===== config.mk =====
export PLATFORM = sky130hd
export DESIGN_NAME = audio_onset_latency_detector
export DESIGN_NICKNAME = d
export VERILOG_FILES = /design/src/hw/rtl/aold_pkg.sv /design/src/hw/rtl/aold_ram.sv /design/src/hw/rtl/audio_onset_latency_detector.sv
export SDC_FILE = /design/constraint.sdc
export NUM_CORES = 1
export LEC_CHECK = 0
export BUFFER_PORTS_ARGS = -buffer_cell sky130_fd_sc_hd__buf_2
export CAP_MARGIN = 20
export CORE_UTILIZATION = 57
export CTS_CLUSTER_DIAMETER = 40
export DETAILED_ROUTE_END_ITERATION = 6
export GPL_TIMING_DRIVEN = 0
export PLACE_DENSITY = 0.75
export SYNTH_ARGS = -nofsm -noshare
export SYNTH_HDL_FRONTEND = slang
export SYNTH_SLANG_ARGS = --single-unit

===== constraint.sdc =====
create_clock -name clk -period 15.5 [get_ports clk]
set_input_delay 0.775 -clock clk [delete_from_list [all_inputs] [get_ports clk]]
set_output_delay 0.775 -clock clk [all_outputs]
set_load 0.02 [all_outputs]

===== src/hw/rtl/aold_pkg.sv =====
// ----------------------------------------------------------------------------
// aold_pkg
// Shared types and codes for the onset latency detector.
// ----------------------------------------------------------------------------
package aold_pkg;

    // Width of the fixed result and count fields.
    localparam int unsigned LEVEL_BITS   = 24;
    localparam int unsigned LATENCY_BITS = 32;
    localparam int unsigned COUNT_BITS   = 24;
    localparam int unsigned CHAN_BITS    = 3;

    // Reset value of the learn length register.
    localparam logic [COUNT_BITS-1:0] LEARN_SAMPLES_RESET = COUNT_BITS'(48000);

    // Input item codes.
    typedef enum logic [1:0] {
        KIND_SAMPLE = 2'd0,
        KIND_LEARN  = 2'd1,
        KIND_DETECT = 2'd2,
        KIND_CANCEL = 2'd3
    } kind_t;

    // Result status codes.
    typedef enum logic [1:0] {
        ST_LEARN_DONE = 2'd0,
        ST_DETECTED   = 2'd1,
        ST_CANCELLED  = 2'd2,
        ST_REJECTED   = 2'd3
    } status_t;

endpackage


===== src/hw/rtl/aold_ram.sv =====
// ----------------------------------------------------------------------------
// aold_ram
// Generic single-write, single-read RAM with a registered read port.
// ----------------------------------------------------------------------------
module aold_ram #(
    parameter int unsigned WIDTH = 24,
    parameter int unsigned DEPTH = 8,
    parameter int unsigned AW    = (DEPTH > 1) ? $clog2(DEPTH) : 1
) (
    input  logic             clk,
    input  logic             we,
    input  logic [AW-1:0]    waddr,
    input  logic [WIDTH-1:0] wdata,
    input  logic             re,
    input  logic [AW-1:0]    raddr,
    output logic [WIDTH-1:0] rdata
);

    logic [WIDTH-1:0] mem_reg [DEPTH];

    // Write port.
    always_ff @(posedge clk)
    begin
        if (we)
        begin
            mem_reg[waddr] <= wdata;
        end
    end

    // Registered read port; returns the old contents on a same-address write.
    always_ff @(posedge clk)
    begin
        if (re)
        begin
            rdata <= mem_reg[raddr];
        end
    end

endmodule


===== src/hw/rtl/audio_onset_latency_detector.sv =====
// ----------------------------------------------------------------------------
// audio_onset_latency_detector
// Per-channel noise floor learning and onset latency counting on a stream
// of samples and commands.
// ----------------------------------------------------------------------------
//  channel   signals                              direction
//  input     in_valid, in_stall, kind, channel,   in  (stall out)
//            sample
//  result    out_valid, out_stall, status,        out (stall in)
//            latency, floor_level
//  config    learn_samples_we, learn_samples      in
//
// One item is taken per cycle while the input is not stalled. The floor memory is
// read at the input transfer edge and the second stage does the read-modify-write
// when it fires, which also loads the result register, so a result passes through
// the second stage and the result register; a same-channel write one item earlier
// is forwarded. Reset clears the control state and the per-channel valid bits, so
// an unwritten floor reads as 0.005 full scale. The input is stalled only while the
// second stage is full and the result register is stalled.
module audio_onset_latency_detector
    import aold_pkg::*;
#(
    parameter int unsigned NUM_CHANNELS = 8,
    parameter int unsigned SAMPLE_BITS  = 24
) (
    input  logic                          clk,
    input  logic                          rst_n,
    input  logic                          in_valid,
    output logic                          in_stall,
    input  logic [1:0]                    kind,
    input  logic [CHAN_BITS-1:0]          channel,
    input  logic signed [SAMPLE_BITS-1:0] sample,
    output logic                          out_valid,
    input  logic                          out_stall,
    output logic [1:0]                    status,
    output logic [LATENCY_BITS-1:0]       latency,
    output logic [LEVEL_BITS-1:0]         floor_level,
    input  logic                          learn_samples_we,
    input  logic [COUNT_BITS-1:0]         learn_samples
);

    localparam int unsigned CH_AW = (NUM_CHANNELS > 1) ? $clog2(NUM_CHANNELS) : 1;
    localparam logic [SAMPLE_BITS-1:0] FLOOR_RESET =
        SAMPLE_BITS'(((64'd1 << (SAMPLE_BITS - 1)) * 5) / 1000);
    localparam logic [COUNT_BITS-1:0]   COUNT_MAX   = '1;
    localparam logic [LATENCY_BITS-1:0] LATENCY_MAX = '1;

    // Configuration register.
    logic [COUNT_BITS-1:0] learn_samples_reg;

    // Control state.
    logic                    learn_active_reg,  learn_active_next;
    logic [CHAN_BITS-1:0]    learn_channel_reg, learn_channel_next;
    logic [COUNT_BITS-1:0]   learn_count_reg,   learn_count_next;
    logic                    detect_active_reg, detect_active_next;
    logic [CHAN_BITS-1:0]    detect_channel_reg, detect_channel_next;
    logic [LATENCY_BITS-1:0] detect_count_reg,  detect_count_next;
    logic [NUM_CHANNELS-1:0] vld_reg,           vld_next;

    // Second stage registers.
    logic                    s1_valid_reg;
    kind_t                   s1_kind_reg;
    logic [CHAN_BITS-1:0]    s1_chan_reg;
    logic                    s1_chan_ok_reg;
    logic [SAMPLE_BITS-1:0]  s1_mag_reg;
    logic                    s1_rd_ok_reg;
    logic                    s1_vld_reg;
    logic                    fwd_reg;
    logic [SAMPLE_BITS-1:0]  fwd_data_reg;

    // Result register.
    logic                    out_valid_reg;
    status_t                 status_reg;
    logic [LATENCY_BITS-1:0] latency_reg;
    logic [LEVEL_BITS-1:0]   floor_level_reg;

    logic                    accept;
    logic                    out_free;
    logic                    s1_fire;
    logic                    chan_ok;
    logic [SAMPLE_BITS-1:0]  mag;
    logic [CH_AW-1:0]        rd_addr;
    logic                    rd_ok;
    logic [SAMPLE_BITS-1:0]  ram_q;
    logic [SAMPLE_BITS-1:0]  cur_floor;
    logic [SAMPLE_BITS:0]    threshold;
    logic [SAMPLE_BITS-1:0]  new_floor;
    logic [COUNT_BITS-1:0]   learn_count_inc;
    logic                    wr_en;
    logic [CH_AW-1:0]        wr_addr;
    logic                    emit;
    status_t                 emit_status;
    logic [LATENCY_BITS-1:0] emit_latency;
    logic [SAMPLE_BITS-1:0]  emit_floor;

    // Handshake: the second stage moves on whenever the result slot is free.
    assign out_free = !out_valid_reg || !out_stall;
    assign s1_fire  = s1_valid_reg && out_free;
    assign in_stall = s1_valid_reg && !out_free;
    assign accept   = in_valid && !in_stall;

    // Input decode: channel range and sample magnitude.
    assign chan_ok = ({{(32 - CHAN_BITS){1'b0}}, channel} < NUM_CHANNELS);
    assign mag     = sample[SAMPLE_BITS-1] ? SAMPLE_BITS'(-sample) : SAMPLE_BITS'(sample);

    // Read address: a cancel reads the channel of the mode it will end,
    // taken from the control state as it stands after the item ahead.
    always_comb
    begin
        rd_addr = CH_AW'(channel);
        rd_ok   = chan_ok;
        if (kind_t'(kind) == KIND_CANCEL)
        begin
            rd_ok = 1'b1;
            if (learn_active_next)
            begin
                rd_addr = CH_AW'(learn_channel_next);
            end
            else
            begin
                rd_addr = CH_AW'(detect_channel_next);
            end
        end
    end

    aold_ram #(
        .WIDTH (SAMPLE_BITS),
        .DEPTH (NUM_CHANNELS)
    ) u_floor_ram (
        .clk   (clk),
        .we    (wr_en),
        .waddr (wr_addr),
        .wdata (new_floor),
        .re    (accept),
        .raddr (rd_addr),
        .rdata (ram_q)
    );

    // Floor as seen by the item in the second stage.
    always_comb
    begin
        if (fwd_reg)
        begin
            cur_floor = fwd_data_reg;
        end
        else if (s1_vld_reg)
        begin
            cur_floor = ram_q;
        end
        else
        begin
            cur_floor = FLOOR_RESET;
        end
    end

    assign threshold       = {1'b0, cur_floor} + {3'b000, cur_floor[SAMPLE_BITS-1:2]};
    assign new_floor       = (s1_mag_reg > cur_floor) ? s1_mag_reg : cur_floor;
    assign learn_count_inc = (learn_count_reg != COUNT_MAX) ? learn_count_reg + 1'b1
                                                            : learn_count_reg;
    assign wr_addr         = CH_AW'(s1_chan_reg);

    // Second stage: mode control, floor update and result.
    always_comb
    begin
        learn_active_next   = learn_active_reg;
        learn_channel_next  = learn_channel_reg;
        learn_count_next    = learn_count_reg;
        detect_active_next  = detect_active_reg;
        detect_channel_next = detect_channel_reg;
        detect_count_next   = detect_count_reg;
        vld_next            = vld_reg;
        wr_en               = 1'b0;
        emit                = 1'b0;
        emit_status         = ST_LEARN_DONE;
        emit_latency        = '0;
        emit_floor          = cur_floor;

        if (s1_fire)
        begin
            case (s1_kind_reg)
                KIND_SAMPLE:
                begin
                    if (learn_active_reg)
                    begin
                        if (s1_chan_ok_reg && s1_chan_reg == learn_channel_reg)
                        begin
                            wr_en             = 1'b1;
                            vld_next[wr_addr] = 1'b1;
                            learn_count_next  = learn_count_inc;
                            if (learn_count_inc >= learn_samples_reg)
                            begin
                                learn_active_next = 1'b0;
                                emit              = 1'b1;
                                emit_status       = ST_LEARN_DONE;
                                emit_floor        = new_floor;
                            end
                        end
                    end
                    else if (detect_active_reg)
                    begin
                        if (s1_chan_ok_reg && s1_chan_reg == detect_channel_reg)
                        begin
                            if ({1'b0, s1_mag_reg} > threshold)
                            begin
                                detect_active_next = 1'b0;
                                emit               = 1'b1;
                                emit_status        = ST_DETECTED;
                                emit_latency       = detect_count_reg;
                            end
                            else if (detect_count_reg != LATENCY_MAX)
                            begin
                                detect_count_next = detect_count_reg + 1'b1;
                            end
                        end
                    end
                end
                KIND_LEARN:
                begin
                    if (learn_active_reg)
                    begin
                        emit        = 1'b1;
                        emit_status = ST_REJECTED;
                        emit_floor  = s1_rd_ok_reg ? cur_floor : '0;
                    end
                    else if (s1_chan_ok_reg)
                    begin
                        learn_active_next  = 1'b1;
                        learn_channel_next = s1_chan_reg;
                        learn_count_next   = '0;
                    end
                end
                KIND_DETECT:
                begin
                    if (s1_chan_ok_reg)
                    begin
                        detect_active_next  = 1'b1;
                        detect_channel_next = s1_chan_reg;
                        detect_count_next   = '0;
                    end
                end
                default:
                begin
                    if (learn_active_reg || detect_active_reg)
                    begin
                        learn_active_next  = 1'b0;
                        detect_active_next = 1'b0;
                        emit               = 1'b1;
                        emit_status        = ST_CANCELLED;
                    end
                end
            endcase
        end
    end

    // Configuration register.
    always_ff @(posedge clk or negedge rst_n)
    begin
        if (!rst_n)
        begin
            learn_samples_reg <= LEARN_SAMPLES_RESET;
        end
        else if (learn_samples_we)
        begin
            learn_samples_reg <= learn_samples;
        end
    end

    // Control state and pipeline valid.
    always_ff @(posedge clk or negedge rst_n)
    begin
        if (!rst_n)
        begin
            learn_active_reg   <= 1'b0;
            learn_channel_reg  <= '0;
            learn_count_reg    <= '0;
            detect_active_reg  <= 1'b0;
            detect_channel_reg <= '0;
            detect_count_reg   <= '0;
            vld_reg            <= '0;
            s1_valid_reg       <= 1'b0;
            fwd_reg            <= 1'b0;
            out_valid_reg      <= 1'b0;
        end
        else
        begin
            learn_active_reg   <= learn_active_next;
            learn_channel_reg  <= learn_channel_next;
            learn_count_reg    <= learn_count_next;
            detect_active_reg  <= detect_active_next;
            detect_channel_reg <= detect_channel_next;
            detect_count_reg   <= detect_count_next;
            vld_reg            <= vld_next;
            if (accept)
            begin
                s1_valid_reg <= 1'b1;
                fwd_reg      <= wr_en && (wr_addr == rd_addr);
            end
            else if (s1_fire)
            begin
                s1_valid_reg <= 1'b0;
                fwd_reg      <= 1'b0;
            end
            if (s1_fire)
            begin
                out_valid_reg <= emit;
            end
            else if (!out_stall)
            begin
                out_valid_reg <= 1'b0;
            end
        end
    end

    // Second stage payload, captured on each input transfer.
    always_ff @(posedge clk)
    begin
        if (accept)
        begin
            s1_kind_reg    <= kind_t'(kind);
            s1_chan_reg    <= channel;
            s1_chan_ok_reg <= chan_ok;
            s1_mag_reg     <= mag;
            s1_rd_ok_reg   <= rd_ok;
            s1_vld_reg     <= rd_ok && vld_reg[rd_addr];
            fwd_data_reg   <= new_floor;
        end
    end

    // Result payload.
    always_ff @(posedge clk)
    begin
        if (s1_fire && emit)
        begin
            status_reg      <= emit_status;
            latency_reg     <= emit_latency;
            floor_level_reg <= LEVEL_BITS'(emit_floor);
        end
    end

    assign out_valid   = out_valid_reg;
    assign status      = status_reg;
    assign latency     = latency_reg;
    assign floor_level = floor_level_reg;

    // Only a detection carries a nonzero latency.
    assert property (@(posedge clk) disable iff (!rst_n)
        out_valid && status != ST_DETECTED |-> latency == '0)
        else $error("latency set on a result other than a detection");

    // The input is stalled only while the second stage holds an item.
    assert property (@(posedge clk) disable iff (!rst_n)
        in_stall |-> s1_valid_reg)
        else $error("input stalled with an empty second stage");

    // A forwarded floor always belongs to an item in the second stage.
    assert property (@(posedge clk) disable iff (!rst_n)
        fwd_reg |-> s1_valid_reg)
        else $error("forwarded floor without an item");

    // A cancel that completes leaves both modes inactive.
    assert property (@(posedge clk) disable iff (!rst_n)
        s1_fire && s1_kind_reg == KIND_CANCEL |=> !learn_active_reg && !detect_active_reg)
        else $error("mode still active after a cancel");

endmodule

==> flow_summary.ini, run 1 <==
[sta]
setup_violations = 0
fmax_mhz = 113
rsz0062_at_grt = false
worst_pin_slew_ns = 1.15
drv_slew = 0
hold_viol_final = 0
setup_slack_ns = 6.62
period_share = 0.573
slew-limit-headroom = 0.223
final.setup_skew_ns = 0.0355
min_period_ns = 8.88
finalSetupTns_ns = 0

[job]
drv_cap = 0

[clock_tree]
clk_pin_slew_ns = 0.06
cts_buffer_depth = 3
h-tree-depth = 2
cts_root_buf = clkbuf_16
clock_latency_ns = 0.61
post_cts_buffers = 0
numCtsBuffers = 55
hold_buffers = 0
cts_repair_resize_count = 0
clkSinkCount = 427
tritoncts = done

[die]
die_x_um = 198
fp.dieH_um = 198
std_cell_rows = 71
initial_core_util = 0.579
dieArea_um2 = 39100
core_um2 = 37700
pin_count = 118

[power_and_ir_drop]
ir_drop_uv = 115
fin_total_pwr_mw = 3.36
leakagePower_nw = 9.95
p_per_area_nw_per_um2 = 133

[placed_design]
gp_congestion = 0.925
dp_hpwl_um = 39800
post_dp_cell_area_um2 = 23400
port_buffers = 116
place_ws_ns = 6.86

[grt]
grt_pass1_wl_um = 86300
grt_remaining_overflow = 0
grt_pass1_vias = 16193
grt_max_degree = 76
antenna_found_initial = 2
grt_usage = 0.287

[min_path]
hold_path_class = in2async

[finish]
drive_gt1_frac = 0.161
final_common_cell = edfxtp_1
final_core_util = 0.671
largest_register_ffs = 192
fillers = 2787
fin_nets = 2266
finish.instance_area_um2 = 25300
final_cell_mix = 328 x edfxtp_1, 228 x nand2_1, 133 x buf_2
synthToLayoutAreaGrowth_pct = 15.8

[yosys]
synth.cell_area_um2 = 21800
syn_area_per_cell_um2 = 11.4
synth_fp_nets = 2069
postSynthCellCount = 1919
ys_ff_latch = 427
synth_warnings = 0
ys_seq_area_frac = 0.565
ys.flop_type = edfxtp_1
synth_edf_count = 328
async_reset_ff_frac = 0.232
synth_cell_type_count = 74

[routing]
antenna_left = 0
num_vias = 16581
dr.pass1.iters = 5
vias_per_cell = 6.20
wl_per_cell_um = 20.7
drt_iter0_drc = 1567
finalWirelength_um = 55400
route.detailed.drc = 0

[critical_path]
setup.worst_path.end_class = flop
worst_setup_path_start_kind = flop
crit_type = reg2reg
crit_start = fwd_reg$_DFFE_PN0P_
r2r_slack_ns = 6.62
worstPathArrival_ns = 9.18
required_ns = 15.81
worstPathMaxFanout = 30
r2r_start = fwd_reg$_DFFE_PN0P_

[run_status]
status = finished clean
-- per-stage QoR --
step                std cells  hold WS, ns
detailed placement       2567        0.456
CTS                      2669        0.253
finish                   2675        0.243
floorplan                1919        0.435
global route             2672        0.303
global placement         2546        0.448
-- layout make-up --
type                            instances  area (µm²)  share of cell area
Clock buffer                           60        1410              0.0556
Multi-Input combinational cell       1298        8740               0.346
Buffer                                117         500              0.0198
Timing Repair Buffer                  140         872              0.0345
Tap cell                              511         639              0.0253
Inverter                               77         292              0.0115
Clock inverter                         42         472              0.0187
Sequential cell                       427       12300               0.488
Antenna cell                            3        7.51            0.000297
-- Yosys cell counts (4+ instances only) --
library cell / number / share of area
and4_1: 8 / 0.0032
inv_1: 76 / 0.013
nor2b_1: 5 / 0.0014
a22o_1: 11 / 0.0044
nand3_1: 47 / 0.011
xor2_1: 39 / 0.016
o21bai_1: 5 / 0.0017
o41ai_1: 6 / 0.0024
and3_1: 50 / 0.014
mux2_2: 27 / 0.014
xnor2_1: 49 / 0.020
nor3b_1: 4 / 0.0014
nor2_1: 67 / 0.012
nand2_1: 228 / 0.039
dfstp_2: 7 / 0.0084
dfrtp_1: 92 / 0.11
buf_2: 16 / 0.0037
or4_1: 12 / 0.0041
a31oi_1: 9 / 0.0026
nor3_1: 118 / 0.027
nand2b_1: 17 / 0.0049
o211ai_1: 8 / 0.0028
o21a_1: 6 / 0.0021
ha_1: 91 / 0.052
buf_1: 5 / 0.00086
or2_2: 10 / 0.0029
a2111oi_0: 102 / 0.041
or3_1: 16 / 0.0046
clkbuf_1: 90 / 0.015
edfxtp_1: 328 / 0.45
nor4_1: 37 / 0.011
buf_6: 5 / 0.0026
mux2_4: 21 / 0.014
and2_1: 8 / 0.0023
o21ai_0: 93 / 0.021
a21o_1: 32 / 0.011
a211oi_1: 6 / 0.0021
a21oi_1: 71 / 0.016
o31ai_1: 22 / 0.0076
nand4_1: 28 / 0.0080
-- power breakdown --
group / internal, mW / switching (mW)
clock: 0.780 / 0.505
combinational: 0.236 / 0.437
sequential: 1.36 / 0.0395
-- path summary, 6_finish.rpt --
path | to | depth (start not counted)
max | floor_level[13]$_DFFE_PP_ | 26
min | learn_count_reg[9]$_DFFE_PN0P_ | 1
max reg2reg | floor_level[13]$_DFFE_PP_ | 26
min reg2reg | vld_reg[5]$_DFFE_PN0P_ | 1
max in group asynchronous | out_valid$_DFFE_PN0P_ | 2
min in group clk | s1_valid_reg$_DFFE_PN0P_ | 2
-- worst max-delay path, cell delays in order, from the launching register on --
cell,delay (ns)
dfrtp_1,0.38
buf_6,0.15
buf_2,0.22
buf_1,0.44
buf_1,0.49
a21oi_1,0.30
ha_1,0.35
a21o_1,0.18
a21oi_1,0.40
o21ai_0,0.13
a21boi_0,0.48
o31ai_1,0.19
a21o_1,0.22
o41ai_1,0.49
o21bai_1,0.14
xnor2_1,0.15
ha_1,0.29
and4_1,0.21
nand3_1,0.15
nor4_1,0.59
o21ai_0,0.21
a31oi_1,0.46
nand2_1,0.15
nor4_2,0.58
a21oi_1,0.23
nor2_4,0.67
buf_12,0.29
-- logic make-up after synthesis --
| family | after synthesis | share of synthesized area |
|---|---|---|
| buf+inv | 194 | 0.0362 |
| flops | 427 | 0.565 |
| fa+ha+maj | 96 | 0.0551 |
| compound gates | 396 | 0.127 |
| xor+xnor | 88 | 0.0353 |
| mux | 49 | 0.0288 |
| simple gates | 669 | 0.153 |
-- metal layers --
metal | share of wire | global-route usage | wire [µm] | up-vias
met4 | 0.039 | 0.126 | 2160 | 0
met3 | 0.074 | 0.0481 | 4110 | 148
met5 | 0 | 0 | 0 | -
met1 | 0.41 | 0.368 | 22500 | 8005
li1 | - | - | - | 7696
met2 | 0.48 | 0.478 | 26600 | 732
(Power assumes the default switching activity.)
==> run 2, diff against run 1 <==
Settings changed: ABC_AREA from default to 1, CORE_UTILIZATION 57 to 56, PLACE_DENSITY 0.75 to 0.77.
Clock period 15.5 ns to 8.1 ns, I/O delays scaled along.
==> flow_summary.ini, run 2 <==
[finish]
fin_nets = 2876
antenna_cells = 0
drive_gt1_frac = 0.129
largest_register_ffs = 192
regArea_um2 = 12300
final_cell_mix = 569 x nand2_1, 384 x inv_1, 328 x edfxtp_1
fillers = 3124
finish.instance_area_um2 = 26300
synthToLayoutAreaGrowth_pct = 14.3
final_common_cell = nand2_1
multiInputGateArea_um2 = 8800

[yosys]
synth_warnings = 0
ys_ff_latch = 427
ys.flop_type = edfxtp_1
ys_seq_area_frac = 0.536
postSynthCellCount = 2531
yosysTopAreaCell = edfxtp_1
syn_area_per_cell_um2 = 9.09
async_reset_ff_frac = 0.232
synth_fp_nets = 2681
synth_edf_count = 328
synth.most_common_cell = nand2_1
synth.cell_area_um2 = 23000
synth_cell_type_count = 57
synth_common_cells = 569 x nand2_1, 386 x inv_1, 328 x edfxtp_1
synth.area.top_cells = edfxtp_1 43%, dfrtp_1 10%, nand2_1 9.3%, inv_1 6.3%, nand3_1 5.9%
synth_top_cell_area_share = 0.428

[critical_path]
setup.worst_path.end_class = flop
crit_type = reg2reg
worstPathMaxFanout = 34
required_ns = 8.40
cpPeakStageDelay_ns = 0.49
r2r_slack_ns = 1.92
worstPathArrival_ns = 6.48
cp_slowest_cell = inv_2
cp_common_cell = nand2_1
worst_setup_path_start_kind = flop

[clock_tree]
clk_pin_slew_ns = 0.06
h-tree-depth = 2
tritoncts = done
clkSinkCount = 427
clock_latency_ns = 0.62
cts_root_buf = clkbuf_16
numCtsBuffers = 52
cts_repair_resize_count = 0
cts_buffer_depth = 3

[job]
drv_cap = 0

[grt]
grt_usage = 0.290
grt_pass1_vias = 18100
grt_remaining_overflow = 0
antenna_found_initial = 0
grt_max_degree = 76
grt_pass1_wl_um = 94500

[routing]
num_vias = 18309
vias_per_cell = 5.56
drt_iter0_drc = 1629
dr.pass1.iters = 7
antenna_left = 0
route.detailed.drc = 1
wl_per_cell_um = 18.1
finalWirelength_um = 59600

[power_and_ir_drop]
power_frac_seq = 0.414
p_comb_frac = 0.243
swShare = 0.327
p_per_area_nw_per_um2 = 250
ir_drop_uv = 249
p_clk_frac = 0.343
p_sw_mw = 2.15
p_int_mw = 4.43
leakagePower_nw = 11.4

[die]
dieArea_um2 = 41900
pin_count = 118
core_um2 = 40100
std_cell_rows = 73
die_x_um = 205
fp.dieH_um = 205
initial_core_util = 0.574

[sta]
fmax_mhz = 162
min_period_ns = 6.18
final.setup_skew_ns = 0.0238
rsz0062_at_grt = false
hold_viol_final = 0
finalSetupTns_ns = 0
setup_violations = 0
slew-limit-headroom = 0.387
period_share = 0.763
worst_pin_slew_ns = 0.918
drv_slew = 0

[run_status]
violations = design-rule violations
status = complete, but fails checks

[placed_design]
dp_hpwl_um = 43200
port_buffers = 116
gp_congestion = 0.921
post_dp_cell_area_um2 = 24400

[min_path]
hold_path_class = in2reg
run 2: final timing paths:
path,from,to,cells past startpoint
min in group asynchronous,rst_n,learn_samples_reg[3]$_DFFE_PN0P_,2
worst max-delay path,fwd_reg$_DFFE_PN0P_,floor_level[21]$_DFFE_PP_,32
max in group asynchronous,rst_n,learn_samples_reg[15]$_DFFE_PN1P_,3
worst max register to register,fwd_reg$_DFFE_PN0P_,floor_level[21]$_DFFE_PP_,32
worst min-delay path,learn_samples[22],learn_samples_reg[22]$_DFFE_PN0P_,3
worst min register to register,vld_reg[5]$_DFFE_PN0P_,vld_reg[5]$_DFFE_PN0P_,2
run 2: cells by family after synthesis:
family / count (synthesis) / share of synthesized area
DFF: 427 / 0.536
muxes: 1 / 0.000489
AOI/OAI and AO/OA: 245 / 0.0648
buffers and inverters: 481 / 0.0833
and+or+nand+nor: 1191 / 0.229
adders and majority gates: 92 / 0.0503
xor gates and xnor gates: 94 / 0.0358
run 2: cell type report:
| cell class | instances | share of cell area |
|---|---|---|
| Buffer | 89 | 0.0168 |
| Clock buffer | 58 | 0.0503 |
| Clock inverter | 38 | 0.0136 |
| Inverter | 392 | 0.0561 |
| Multi-Input combinational cell | 1623 | 0.335 |
| Sequential cell | 427 | 0.469 |
| Tap cell | 525 | 0.0250 |
| Timing Repair Buffer | 141 | 0.0346 |
run 2: power groups by stage:
stage	combinational (mW)	sequential (mW)	clock [mW]
after floorplan	1.05	2.77	0
after global placement	1.50	2.76	0
after detailed placement	1.56	2.76	0
after CTS	1.58	2.72	2.28
after global routing	1.78	2.73	2.37
final	1.60	2.72	2.25
run 2: stage by stage:
| stage | power (mW) | hold slack [ns] | worst slack (ns) | util | instances |
|---|---|---|---|---|---|
| final | 6.57 | 0.0201 | 1.92 | 0.656 | 3293 |
| after global routing | 6.88 | 0.0100 | 1.49 | 0.656 | 3293 |
| after CTS | 6.58 | 0.00236 | 1.99 | 0.656 | 3292 |
| after detailed placement | 4.32 | 0.414 | 2.06 | 0.610 | 3179 |
| after global placement | 4.26 | 0.443 | 1.23 | 0.605 | 3172 |
| after floorplan | 3.83 | 0.109 | 2.50 | - | 2531 |
run 2: critical path, delay by kind of cell (launching register included):
| family | cells | cell delay (ns) |
|---|---|---|
| compound gates | 6 | 1.31 |
| xor+xnor | 1 | 0.17 |
| fa+ha+maj | 3 | 1.01 |
| buf+inv | 6 | 1.30 |
| flops | 1 | 0.38 |
| simple gates | 16 | 1.64 |
run 2: timing repair:
action                     CTS  global route
hold endpoints to repair    52             1
hold buffers                17             1
setup endpoints to repair    0             0
setup buffers                0             0
run 2: per-layer routing:
layer	share of wire	GRT usage
met5	0	0
met4	0.033	0.121
met3	0.064	0.0371
met2	0.49	0.488
met1	0.42	0.379
